--- src/rtl/dcc_pkg.sv ---
// Package for the debt cycle canceller: request/response types, state codes,
// DFS mark codes and balance limits. No dependencies.
`default_nettype none
package dcc_pkg;

  localparam int unsigned NodesDef = 16;
  localparam int unsigned MaxRsp   = 16;
  localparam logic signed [31:0] MinCap = 32'sd1000000000;
  localparam logic signed [33:0] BalMax = 34'sd2147483647;

  localparam logic [1:0] OpPost   = 2'd0;
  localparam logic [1:0] OpCancel = 2'd1;

  localparam logic [1:0] MkNew  = 2'd0;
  localparam logic [1:0] MkOpen = 2'd1;
  localparam logic [1:0] MkDone = 2'd2;

  typedef struct packed {
    logic [1:0]  opcode;
    logic [3:0]  first_node;
    logic [3:0]  second_node;
    logic [19:0] amount;
  } dcc_req_t;

  typedef struct packed {
    logic               status;
    logic [3:0]         from_node;
    logic [3:0]         to_node;
    logic signed [31:0] balance;
    logic               last;
  } dcc_rsp_t;

  typedef enum logic [14:0] {
    ST_CLR    = 15'b000000000000001,
    ST_IDLE   = 15'b000000000000010,
    ST_P_RAB  = 15'b000000000000100,
    ST_P_WAB  = 15'b000000000001000,
    ST_P_WBA  = 15'b000000000010000,
    ST_EMIT   = 15'b000000000100000,
    ST_C_ROOT = 15'b000000001000000,
    ST_C_RD   = 15'b000000010000000,
    ST_C_EV   = 15'b000000100000000,
    ST_C_COL  = 15'b000001000000000,
    ST_C_MRD  = 15'b000010000000000,
    ST_C_MEV  = 15'b000100000000000,
    ST_C_RAB  = 15'b001000000000000,
    ST_C_WAB  = 15'b010000000000000,
    ST_C_WBA  = 15'b100000000000000
  } dcc_state_e;

endpackage
`default_nettype wire

--- src/rtl/dcc_alu.sv ---
// Shared saturating adder and signed compare for balance updates.
// Depends on dcc_pkg.
`default_nettype none
module dcc_alu import dcc_pkg::*; (
  input  wire logic signed [31:0] opa_i,
  input  wire logic signed [32:0] opb_i,
  output logic signed [31:0]      sum_o,
  output logic                    lt_o
);
  logic signed [33:0] sum;

  assign sum  = {{2{opa_i[31]}}, opa_i} + {opb_i[32], opb_i};
  assign lt_o = $signed({opa_i[31], opa_i}) < opb_i;

  always_comb begin
    if (sum > BalMax) begin
      sum_o = BalMax[31:0];
    end else if (sum < -BalMax) begin
      sum_o = 32'(-BalMax);
    end else begin
      sum_o = sum[31:0];
    end
  end
endmodule
`default_nettype wire

--- config.mk ---
export PLATFORM = sky130hd
export DESIGN_NAME = dcc_alu
export DESIGN_NICKNAME = d
export VERILOG_FILES = /design/src/rtl/dcc_pkg.sv /design/src/rtl/dcc_alu.sv
export SDC_FILE = /design/constraint.sdc
export NUM_CORES = 1
export LEC_CHECK = 0
export ABC_AREA = 1
export BUFFER_PORTS_ARGS = -buffer_cell sky130_fd_sc_hd__buf_2
export CORE_ASPECT_RATIO = 2
export CORE_MARGIN = 8
export CORE_UTILIZATION = 55
export DETAILED_ROUTE_END_ITERATION = 7
export PLACE_DENSITY_LB_ADDON = 0.15
export SYNTH_ARGS = -nofsm -noshare
export SYNTH_HDL_FRONTEND = slang
export SYNTH_SLANG_ARGS = --single-unit
--- constraint.sdc ---
create_clock -name vclk -period 4
set_input_delay 0 -clock vclk [all_inputs]
set_output_delay 0 -clock vclk [all_outputs]
set_load 0.02 [all_outputs]
==> results_dict.tcl <==
set metrics [dict create \
    status "complete, no violations" \
    synth_top_area_frac 0.248 \
    wl_met3_um 582 \
    dr.pass1.iters 5 \
    max-cap-violations 0 \
    cp_max_fo 31 \
    ys_types 37 \
    fmax_mhz 321 \
    place_congestion 1.02 \
    power_mw 0.988 \
    cts_resized 0 \
    p_leak_nw 2.82 \
    cp.required_ns 4.00 \
    seq_cell_count 0 \
    portBuffers 98 \
    drive_gt1_frac 0.185 \
    grt_pass1_vias 4929 \
    grt_max_degree 32 \
    maxSlewViolCount 0 \
    drt_iter0_markers 263 \
    final.clkbuf_count 0 \
    routed_wl_um 14800 \
    final_hold_viol_count 0 \
    design.core.area_um2 6890 \
    syn-instance-count 741 \
    critPathTopFamily "simple AND/OR/NAND/NOR gates" \
    ir_drop_uv 275 \
    period_share 0.779 \
    tightest_slew_ns 0.869 \
    grt_first_pass_wirelength_um 22600 \
    area_growth_pct 14.3 \
    cpMaxStageDelayCell "o21ai_0" \
    end_kind "output port" \
    die_x_um 75.2 \
    setup_viol 0 \
    cts.hold.buffers_added 0 \
    rows 43 \
    startpoint_type "input port" \
    netlist_top_cells_area "nand2_1, ha_1, inv_1" \
    die_h_um 134 \
    vias_per_cell 5.28 \
    wl_met2_um 8400 \
    synth.avg_cell_area_um2 5.20 \
    cp_common_cell "nand2_1" \
    finalInstanceArea_um2 4410 \
    ys_seq_area_frac 0 \
    fin_cells 922 \
    regArea_um2 0 \
    rsz0062_at_grt "no" \
    initial_core_util 0.560 \
    yosys.area.top_type "nand2_1" \
    yosysWarnings 0 \
    cts_setup_buffers 0 \
    dp_cells 922 \
    cp.arrival_ns 3.12 \
    hpwlAfterDp_um 13100 \
    syn_nets 873 \
    maxUsedRoutingLayer "met4" \
    antenna_found_initial 0 \
    dpl-instance-area_um2 4410 \
    fin_util 0.640 \
    crit_chain "buf_2 -> ha_1 -> o21ai_0 -> nand2_1 -> nand2_1 -> nand2_1 -> nand3_1 -> nand2_1 -> nand3_1 -> nand2_1 -> nand2_1 -> nor2_1 -> nand2_1 -> nor2_1 -> nand2_1 -> nand2_1 -> nand2_2 -> nand2_1 -> nand2_1 -> buf_2" \
    ios 98 \
    fin_crit_ns 3.12 \
    final_nets 966 \
    grt_overflow_total 0 \
    n_antenna_cell 0 \
    max_slew_margin 0.419 \
    dieArea_um2 10100 \
    path_buf_inv 2 \
    wl_per_cell_um 16.0 \
    grtUsageTotal 0.291 \
    pre_cts_ws_ns 1.01 \
    syn_area_um2 3860 \
    tns_ns 0 \
    slowest_delay_ns 0.54 \
    crit_type "input port to output port" \
    hold_path_class "input port to output port" \
    drt_drc_violations_left 0 \
    power_density_nw_per_um2 224 \
    ant_nets 0 \
    hold_ws_ns 0.491 \
    met1_length_um 4450 \
    vias 4865 \
    setup_ws_ns 0.882 \
]
==> synth_stat cells (all sizes together) <==
master	n
nand2	282
inv	156
nor2	70
ha	66
a21oi	42
nand3	42
nor3	17
o21ai	14
nand4	10
xor2	9
o21bai	8
buf	6
o31ai	4
nand3b	2
nor4	2
or2	2
a211oi	1
a21o	1
a31oi	1
and2	1
and3	1
clkbuf	1
fa	1
o2111ai	1
o311ai	1
==> layout make-up <==
cell class	count	area [um2]
well taps	90	113
inverters	156	586
repair buffers	98	490
fillers	707	2480
multi-input cells	578	3220
==> cell usage in the layout, fill, tap and decap left out, types with 4 or more instances in the layout <==
cell,n
a21oi_2,5
nand4_1,10
nand2_1,255
nor2_1,66
inv_2,10
o21ai_0,13
nor3_1,14
inv_1,146
nand2_2,24
nand3_1,39
o21bai_1,8
ha_1,66
nor2_2,4
a21oi_1,37
buf_2,98
xor2_1,9
==> power breakdown <==
| part | switching (mW) | total (mW) | internal [mW] | leakage (nW) |
|---|---|---|---|---|
| logic | 0.682 | 0.988 | 0.307 | 2.82 |
| clock network | 0 | 0 | 0 | 0 |
| registers | 0 | 0 | 0 | 0 |
==> tightest hold or removal path, stage by stage <==
cell     delay (ns)
buf_2          0.09
ha_1           0.15
nand3_1        0.08
buf_2          0.16
==> logic make-up (layout without fill, tap and decap cells) <==
kind of cell               Yosys count  count (layout)  synth area share
AOI/OAI and AO/OA                   73              73             0.112
and+or+nand+nor                    429             429             0.482
xor gates and xnor gates             9               9            0.0204
adders and majority gates           67              67             0.219
buffers and inverters              163             254             0.165
==> metal layers <==
| metal | up-vias | GRT usage |
|---|---|---|
| li1 | 2462 | - |
| met1 | 2124 | 0.231 |
| met2 | 199 | 0.578 |
| met3 | 80 | 0.0269 |
| met4 | 0 | 0.234 |
| met5 | - | 0 |
==> path summary, 6_finish.rpt <==
check       from   endpoint  depth (start not counted)
max    opa_i[11]  sum_o[29]                         20
min     opb_i[0]   sum_o[0]                          4
Power figures use the tool's default switching activity.
